## config.mk

```make
export PLATFORM = sky130hd
export DESIGN_NAME = msrf_ram
export DESIGN_NICKNAME = d
export VERILOG_FILES = /design/src/design/msrf_pkg.sv /design/src/design/msrf_ram.sv
export SDC_FILE = /design/constraint.sdc
export NUM_CORES = 1
export LEC_CHECK = 0
export BUFFER_PORTS_ARGS = -buffer_cell sky130_fd_sc_hd__buf_2
export CELL_PAD_IN_SITES_DETAIL_PLACEMENT = 0
export CELL_PAD_IN_SITES_GLOBAL_PLACEMENT = 1
export CORE_MARGIN = 1
export CORE_UTILIZATION = 50
export CTS_BUF_LIST = sky130_fd_sc_hd__clkbuf_8
export DETAILED_ROUTE_END_ITERATION = 12
export PLACE_DENSITY = 0.86
export SETUP_SLACK_MARGIN = 0.02
export SYNTH_ARGS = -nofsm -noshare
export SYNTH_HDL_FRONTEND = slang
export SYNTH_SLANG_ARGS = --single-unit
```

## constraint.sdc

```tcl
create_clock -name clk -period 1.95 [get_ports clk]
set_clock_uncertainty 0.05 [all_clocks]
set_input_delay 0.39 -clock clk [delete_from_list [all_inputs] [get_ports clk]]
set_output_delay 0.39 -clock clk [all_outputs]
set_load 0.1 [all_outputs]
```

## src/design/msrf_pkg.sv

```systemverilog
// Shared types and constants for the message slot ring FIFO.
// Used by msrf_ram and message_slot_ring_fifo_core; no dependencies.
`timescale 1ns / 1ps

package msrf_pkg;

	localparam int DEF_SLOTS      = 16;
	localparam int DEF_SLOT_BYTES = 64;

	localparam int DATA_W = 8;
	localparam int LEN_W  = 7;
	localparam int CAP_W  = 7;

	typedef enum logic [1:0] {
		OP_WRITE   = 2'd0,
		OP_READ    = 2'd1,
		OP_PEEK    = 2'd2,
		OP_RELEASE = 2'd3
	} op_t;

	typedef enum logic [2:0] {
		ST_OK       = 3'd0,
		ST_EMPTY    = 3'd1,
		ST_FULL     = 3'd2,
		ST_SMALL    = 3'd3,
		ST_OVERLONG = 3'd4
	} status_t;

	typedef enum logic [1:0] {
		S_IDLE,
		S_LEN,
		S_STREAM
	} state_t;

endpackage

```

## src/design/msrf_ram.sv

```systemverilog
// Simple dual-port synchronous RAM, one write and one registered read port.
// Takes its default sizes from msrf_pkg; instantiated by message_slot_ring_fifo_core.
`timescale 1ns / 1ps

module msrf_ram #(
	parameter int DEPTH = msrf_pkg::DEF_SLOTS,
	parameter int WIDTH = msrf_pkg::DATA_W,
	localparam int AW   = $clog2(DEPTH)
) (
	input  logic             clk,
	input  logic             we,
	input  logic [AW-1:0]    waddr,
	input  logic [WIDTH-1:0] wdata,
	input  logic [AW-1:0]    raddr,
	output logic [WIDTH-1:0] rdata
);

	logic [WIDTH-1:0] mem [DEPTH];

	always_ff @(posedge clk) begin
		if (we) begin
			mem[waddr] <= wdata;
		end
	end

	always_ff @(posedge clk) begin
		rdata <= mem[raddr];
	end

endmodule

```

==> flow_results.org, run 1 <==
** Worst setup path
- Buffers & Inverters on Critical Path :: 1
- At the worst endpoint, the required time is 1510 ps.
- The worst register-to-register path has a setup slack of 520 ps.
- For this run, the slowest stage of the critical path takes 440 ps.
- FF-to-FF Start :: mem[2][4]$_DFFE_PP_
- Kind of cell with the highest combined delay on the critical path :: buffers and inverters
- In this run the critical register-to-register path is captured at rdata[4]$_DFF_P_.
- Launching element type of the critical path :: flop
- STA puts the critical path data arrival time at 1220 ps.
- The signal on the critical path passes through buf_2.
- STA classifies the critical path endpoint as a primary output.
- In this run the worst path has a maximum fanout of 1.
- Critical path type :: reg -> out
- Measured in cells, the most critical reg-to-reg path has a length of 3.
- On the critical path, the stage with the largest delay is an instance of buf_2.

** Drt
- Wire length on met1 :: 3.868 mm
- Total detailed-routing wirelength :: 9.527 mm
- Once detail routing completed, the nets flagged for antenna violations numbered 0.
- Routed via count :: 2,475
- Detailed-router iteration count before antenna repair :: 4
- After detailed routing, the met2 layer carries 4.913 mm of wire.
- Summed over all nets, wire length on met3 after detailed routing comes to 650 um.
- Per-cell routed wire length :: 22.05 um
- Number of vias per cell :: 5.729
- DRC Markers :: 0
- Top metal layer carrying routed signals :: met4
- For this block, the initial DRC count from the detailed router was 185.

** Clocking
- In this run, post-CTS repair resized a total of 0 instances.
- Clock root buffer :: clkbuf_8
- Clock insertion delay at the later pin of the skew report :: 420 ps
- Setup fix buffers added after clock tree synthesis :: 0
- TritonCTS built the clock tree.
- After clock tree synthesis, the clock-pin slew on the worst setup and hold paths is 70 ps.
- The clock tree synthesis step divided the H-tree into 4 levels.
- # hold bufs at CTS :: 0
- No sink is reached through more buffers than the 2 on the longest clock path.
- Number of clock buffers inserted by TritonCTS :: 17
- CTS sink count :: 136

** Pwr
- For this design the ratio of total power to cell area is 1060 mW/mm2.
- Across the VDD grid, the largest voltage drop is 0.0005423 V.
- Overall power consumption after layout is estimated at 0.006387 W.
- Static power due to leakage :: 2.063 nW

** Timing
- For the finished layout, the period the worst path requires is 1656 ps.
- Setup violations remaining at the end of the flow were counted as 0.
- Achievable clock frequency :: 604.0 MHz
- Measured against its own limit, the worst slew margin works out to 0.6758.
- Slew of the pin with the lowest slew margin :: 489.7 ps
- TNS Setup :: 0 ps
- The count of final hold-check violations was 0.
- The number of pins exceeding their max-slew limit in the final report came to 0.
- Setup repair after global routing left no endpoint under its margin.
- In the finished design, the share of the clock period the worst path needs comes to 0.8491.

** Worst hold path
- Path class of the lowest-slack min-delay path :: in -> reg
- The worst hold path begins at wdata[2].
- Endpoint of the worst hold path :: mem[3][2]$_DFFE_PP_
- Cell count of the worst hold path :: 1

** GRT
- Entering global routing, the biggest net connects 33 pins.
- Global routing finished with a remaining overflow of 0.
- Global-route wire length before repair :: 14.55 mm
- The initial antenna violation count came to 0.
- Across every metal layer, demand over resource in global routing totals 0.2020.
- Number of global-route vias before repair :: 2,587

** Layout
- Relative to the synthesized area, the layout overhead comes to 17.02%.
- The repair_antennas step left the layout with diodes totalling 0.
- Filler instances :: 674
- At the end of the flow, the number of nets in the layout was 304.
- After routing the design area is 0.006023 mm2.
- In the final layout, the share of cells above drive strength 1 is 0.3211.
- Non-filler cells in the finished layout :: 432

** Logic synthesis
- Yosys attributes the largest share of cell area to edfxtp_1 (75%), mux4_2 (7.9%), mux4_1 (7.1%).
- After synthesis the cells add up to 0.005147 mm2.
- Fraction of post-synthesis cell area in the top cell type by area :: 0.7467
- Synthesis inferred 136 register bits.
- For this run, the number of Yosys warnings is 0.
- Post-synthesis instance total :: 229
- Sequential-to-total area share from yosys stat :: 0.7778
- The number of nets handed over by synthesis was 247.
- After synthesis, the mean cell area works out to 22.48 um2.
- Number of library cell types mapped by synthesis :: 19
- Cell taking the most area after synthesis :: edfxtp_1

** Job
- Max capacitance violation total :: 0

** Die
- From left edge to right edge, the die measures 103.5 um.
- The die covers 0.01071 mm2.
- Placeable core region :: 0.009864 mm2
- The floorplan has 36 rows.
- For this configuration, the core starts out at a cell density of 0.5218.
- During I/O placement, the number of pins put on the boundary was 26.
- Measured along the y axis, the die boundary spans 103.5 um.

** Place
- Summed over all nets, the half-perimeter wirelength after detailed placement is 6.184 mm.
- In this run the tool buffered the top-level ports with 25 buffer cells.
- Global placement routability congestion :: 0.7661
- Placed instance area :: 0.005555 mm2
- Counting tap cells, the placed design contains a total of 400 instances.

** Outcome
- Outcome :: complete, no violations
## state kept, by name (all words and copies together) (netlist names)
| signal | cells |
|---|---|
| rdata | 8 |
| mem | 128 |
## report_power, final
group,leakage (nW),internal (W),total [W],switching [W]
Sequential,1.22,0.00326,0.00328,0.0000181
Clock,0.237,0.00164,0.00266,0.00102
Combinational,0.602,0.000137,0.000447,0.000310
## worst max-delay path by stage
stage,startpoint,to,slack [ps],cells past startpoint
final,rdata[7]$_DFF_P_,rdata[7],290,1
after global routing,rdata[7]$_DFF_P_,rdata[7],240,1
after detailed placement,raddr[0],rdata[3]$_DFF_P_,100,5
after global placement,raddr[0],rdata[1]$_DFF_P_,120,5
after floorplan,waddr[2],mem[3][0]$_DFFE_PP_,240,2
after CTS,rdata[7]$_DFF_P_,rdata[7],260,1
## cell usage after synthesis, drive strengths merged
cell type      instances
a22oi                 16
nand3b                 2
buf                    7
nand3                  1
or3b                   1
nor2b                  1
nand2b                 2
mux4                  32
nor3                   4
and2b                  1
and2                   1
nor2                  13
clkdlybuf4s25          3
edfxtp               128
dfxtp                  8
nand2                  9
## layout by cell type, fill, tap and decap left out, types with 2 or more instances in the layout
cell,count
edfxtp_1,128
buf_2,25
buf_4,21
mux4_2,18
clkbuf_8,17
a22oi_1,16
mux4_1,14
nor2_1,13
nand2_1,9
dfxtp_1,8
bufinv_16,6
nor3_1,3
clkinv_4,3
nand3b_1,2
nand2b_1,2
inv_1,2
clkinv_1,2
buf_12,2
## metal layers
metal,vias to the layer above,GRT usage
li1,1085,-
met1,1278,0.2770
met2,103,0.3118
met3,9,0.05780
met4,0,0.07584
met5,-,0
## layout make-up
| cell class | count | area [um2] | area share |
|---|---|---|---|
| Clock inverter | 15 | 234.0 | 0.03884 |
| Sequential cell | 136 | 4004 | 0.6647 |
| Multi-Input combinational cell | 83 | 1062 | 0.1764 |
| Tap cell | 133 | 166.4 | 0.02763 |
| Clock buffer | 17 | 234.0 | 0.03884 |
| Timing Repair Buffer | 48 | 322.8 | 0.05359 |
## kinds of logic (layout without fill, tap and decap cells)
| group | Yosys count | in the layout | share of synthesized area |
|---|---|---|---|
| AND/OR/NAND/NOR | 35 | 35 | 0.03184 |
| buffers and inverters | 10 | 80 | 0.01677 |
| AO/OA/AOI/OAI | 16 | 16 | 0.02334 |
| flip-flops | 136 | 136 | 0.7778 |
| multiplexers | 32 | 32 | 0.1502 |
## worst reg2reg max path, stage by stage (launching register included)
cell and delay, ps:
edfxtp_1 370, mux4_2 460, a22oi_1 320, nand2_1 110
## per-stage QoR
stage / setup WS (ps) / hold slack [ps] / utilization
floorplan: 243.9 / 438.9 / -
global placement: 115.8 / 598.8 / 0.5632
detailed placement: 97.18 / 609.3 / 0.5632
CTS: 263.6 / 273.6 / 0.6106
global route: 242.3 / 273.7 / 0.6106
finish: 294.3 / 301.0 / 0.6106
No activity file was read; power rests on OpenSTA's default activity.
==> inputs of run 2 (changes only) <==
- clock period: 1.95 -> 1.5 ns (I/O delays scaled with it)
==> run 2 against run 1 <==
- clock power grew 9.8%
- power increased by 22%
- sequential power up 30%
- cell count up 0.93%
- die area did not move
- largest cell class unchanged
- sequential cell count did not move
- first-iteration DRC count fell by 31%
- register-to-register slack lost 460 ps
- utilization rose by 0.81 points
- via count shrank 0.73%
- cell area rose by 1.3%
- critical path depth rose by 2
==> flow_results.org, run 2 (synthesis results as in run 1) <==
** Outcome
- Outcome :: complete, no violations (unchanged)

** Pwr
- Sw Ratio :: 0.2250 (was 0.2113)
- Power share of the combinational group :: 0.079 (was 0.070)
- Static power due to leakage :: 2.065 nW (was 2.063 nW)
- Max IR drop VDD :: 0.0005362 V (was 0.0005423 V)
- The total power density per cell area is 1279 mW/mm2 (was 1060 mW/mm2).
- The total net switching power is 0.001756 W (was 0.001349 W).
- Total power draw :: 0.007803 W (was 0.006387 W)
- Cell internal power dissipation :: 0.006048 W (was 0.005038 W)
- The clock group share of total power came to 0.374 (was 0.416).
- The share of total power in sequential cells is 0.547 (was 0.514).

** Place
- The final weighted congestion of routability-driven global placement is 0.7392 (was 0.7661).
- Number of cells in the design after placement :: 404 (was 400)
- Number of buffers added on ports :: 25 (unchanged)
- Detailed Place HPWL :: 6.281 mm (was 6.184 mm)

** Drt
- The total iterations of the first detailed-routing run was 4 (unchanged).
- The count of routing violations after the opening detailed-route iteration came to 127 (was 185).
- Number of vias per cell :: 5.635 (was 5.729)
- Per-cell routed wire length :: 21.32 um (was 22.05 um)
- The number of routed nets with antenna violations is 0 (unchanged).
- Total detailed-routing wirelength :: 9.297 mm (was 9.527 mm)
- The residual DRC count is 0 (unchanged).
- Routed via count :: 2,457 (was 2,475)

** Layout
- Commonest cells after routing, fill and taps aside: edfxtp_1 (128), buf_4 (27), clkbuf_8 (20) (was edfxtp_1 (128), buf_2 (25), buf_4 (21)).
- The area overhead of the layout relative to synthesis was 18.57% (was 17.02%).
- Antenna Diode Count :: 0 (unchanged)
- Non-filler cells in the finished layout :: 436 (was 432)
- The most common cell after layout, fill and taps aside is edfxtp_1 (unchanged).
- Max FFs per register :: 128 (unchanged)
- Total number of nets in the final design :: 308 (was 304)
- Leading registers by flop count :: mem x128, rdata x8 (unchanged)
- The fraction of final layout cells sized beyond drive strength 1 came to 0.3597 (was 0.3211).
- The register ranked first by flip-flop count is mem (unchanged).

** Timing
- Static timing analysis puts the maximum clock frequency at 694.6 MHz.
- Final period demand of the worst path :: 1440 ps
- Number of setup violations in the final report :: 0 (unchanged)
- Number of failing hold endpoints at the final stage :: 0 (unchanged)
- The number of pins exceeding their max-slew limit in the final report came to 0 (unchanged).
- Worst hold margin :: 210.0 ps (was 301.0 ps)
- Tcrit/Tclk final :: 0.9598
- Setup repair after global routing missed its margin :: false (unchanged)
- The total negative slack for setup checks was 0 ps (unchanged).
- The transition time at the pin with the least slew margin is 730.1 ps (was 489.7 ps).
- The worst-case headroom to the max-slew limit was 0.5123 (was 0.6758).

** Worst setup path
- FF-to-FF Start :: mem[1][0]$_DFFE_PP_ (was mem[2][4]$_DFFE_PP_)
- Setup slack of the most critical reg-to-reg path :: 60 ps (was 520 ps)
- Critical path capture point type :: flop (was primary output)
- Cell type of the slowest stage on the worst timing path :: mux4_1 (was buf_2)
- Critical Path, Cell by Cell :: mux4_1, a22oi_1, nand2_1 (was buf_2)
- The data required time of the critical path came to 1750 ps (was 1510 ps).
- Critical path type :: reg -> reg (was reg -> out)
- R2r worst-path depth :: 3 (unchanged)
- Slowest cell delay on critical path :: 510 ps (was 440 ps)
- Signal arrival time at the worst endpoint :: 1690 ps (was 1220 ps)
- Launching element type of the critical path :: flop (unchanged)
- The maximum fanout along the worst path is 1 (unchanged).
- Worst reg2reg path endpoint :: rdata[0]$_DFF_P_ (was rdata[4]$_DFF_P_)

** Clocking
- The CTS buffer count is 17 (unchanged).
- H-tree level count :: 4 (unchanged)
- CTS sink count :: 136 (unchanged)
- Clock insertion delay at the later pin of the skew report :: 420 ps (about the same)
- Clock root buffer :: clkbuf_8 (unchanged)
- The cts-stage hold buffer count is 0 (unchanged).
- The TritonCTS clock tree is built (unchanged).
- Reg clk slew, reported paths :: 80 ps (was 70 ps)
- Clock Tree Buf Depth :: 2 (unchanged)

** Die
- The core footprint came to 0.009864 mm2 (unchanged).
- The starting utilization of the core area came to 0.5218 (unchanged).
- The number of standard-cell rows in the floorplan was 36 (unchanged).
- The die area came to 0.01071 mm2 (unchanged).
- The count of boundary I/O pins is 26 (unchanged).
- The height of the die came to 103.5 um (unchanged).
- The die width is 103.5 um (unchanged).

** GRT
- The initial antenna violation count came to 0 (unchanged).
- Number of global-route vias before repair :: 2,586 (was 2,587)
- Global-route wire length before repair :: 13.94 mm (was 14.55 mm)
- The largest net degree at the start of global routing was 24 (was 33).
- The total congestion overflow after global routing came to 0 (unchanged).
- The combined global-route utilization of all metal layers is 0.1944 (was 0.2020).

** Worst hold path
- Cell count of the worst hold path :: 1 (unchanged)
- Start point of the worst min-delay path :: wdata[1] (was wdata[2])
- Endpoint of the worst hold path :: mem[4][1]$_DFFE_PP_ (was mem[3][2]$_DFFE_PP_)
- The worst min-delay path class is in -> reg (unchanged).

** Job
- Max capacitance violation total :: 0 (unchanged)
-- run 2: cell count changes in the layout (fill, tap and decap cells not counted), moves of 4 or more --
cell / previous run / this run
clkinvlp_4: 1 / 5
buf_4: 21 / 27
buf_12: 2 / 7
bufinv_16: 6 / 2
buf_2: 25 / 17
-- run 2: power by group through the flow --
stage                     clock network (W)  registers [W]  logic, W
after detailed placement                  0        0.00435  0.000600
after CTS                           0.00296        0.00427  0.000615
after floorplan                           0        0.00453  0.000222
final                               0.00292        0.00427  0.000614
after global routing                0.00312        0.00428  0.000648
after global placement                    0        0.00435  0.000588
-- run 2: per-stage QoR --
stage,utilization,setup WS (ps),cell area [um2]
detailed placement,0.5752,-291.5,5674
finish,0.6187,60.34,6103
CTS,0.6178,35.85,6095
floorplan,-,13.53,5186
global route,0.6187,25.67,6103
global placement,0.5752,-267.8,5674
-- run 2: timing repair --
| item | 4_1_cts | 5_1_grt |
|---|---|---|
| setup buffers | 0 | 0 |
| resized for setup | 8 | 2 |
| endpoints found under the setup margin | 8 | 2 |
| gates cloned | 0 | 0 |
-- run 2: worst max-delay path by stage --
stage                            end  cells past startpoint                start  slack (ps)
floorplan           rdata[1]$_DFF_P_                      5             raddr[0]          10
global placement    rdata[0]$_DFF_P_                      5             raddr[0]        -270
detailed placement  rdata[0]$_DFF_P_                      5             raddr[0]        -290
CTS                         rdata[2]                      1     rdata[2]$_DFF_P_          40
global route        rdata[0]$_DFF_P_                      3  mem[1][0]$_DFFE_PP_          30
finish              rdata[0]$_DFF_P_                      3  mem[1][0]$_DFFE_PP_          60
-- run 2: routing by layer --
metal	vias up	share of wire	global-route usage
li1	1095	-	-
met1	1267	0.43	0.2546
met2	85	0.51	0.3158
met3	10	0.047	0.04503
met4	0	0.014	0.08342
met5	-	0	0
-- run 2: layout make-up --
class	instances	area [um2]
clock inverters	12	125.1
well taps	133	166.4
fillers	651	3761
clock buffers	20	275.3
multi-input cells	83	1094
flip-flops and latches	136	4004
repair buffers	52	439.2
-- run 2: worst max-delay path, delay by kind of cell, from the launching register on --
family | cells | cell delay (ps)
mux | 1 | 510
flops | 1 | 370
compound gates | 1 | 300
simple gates | 1 | 90
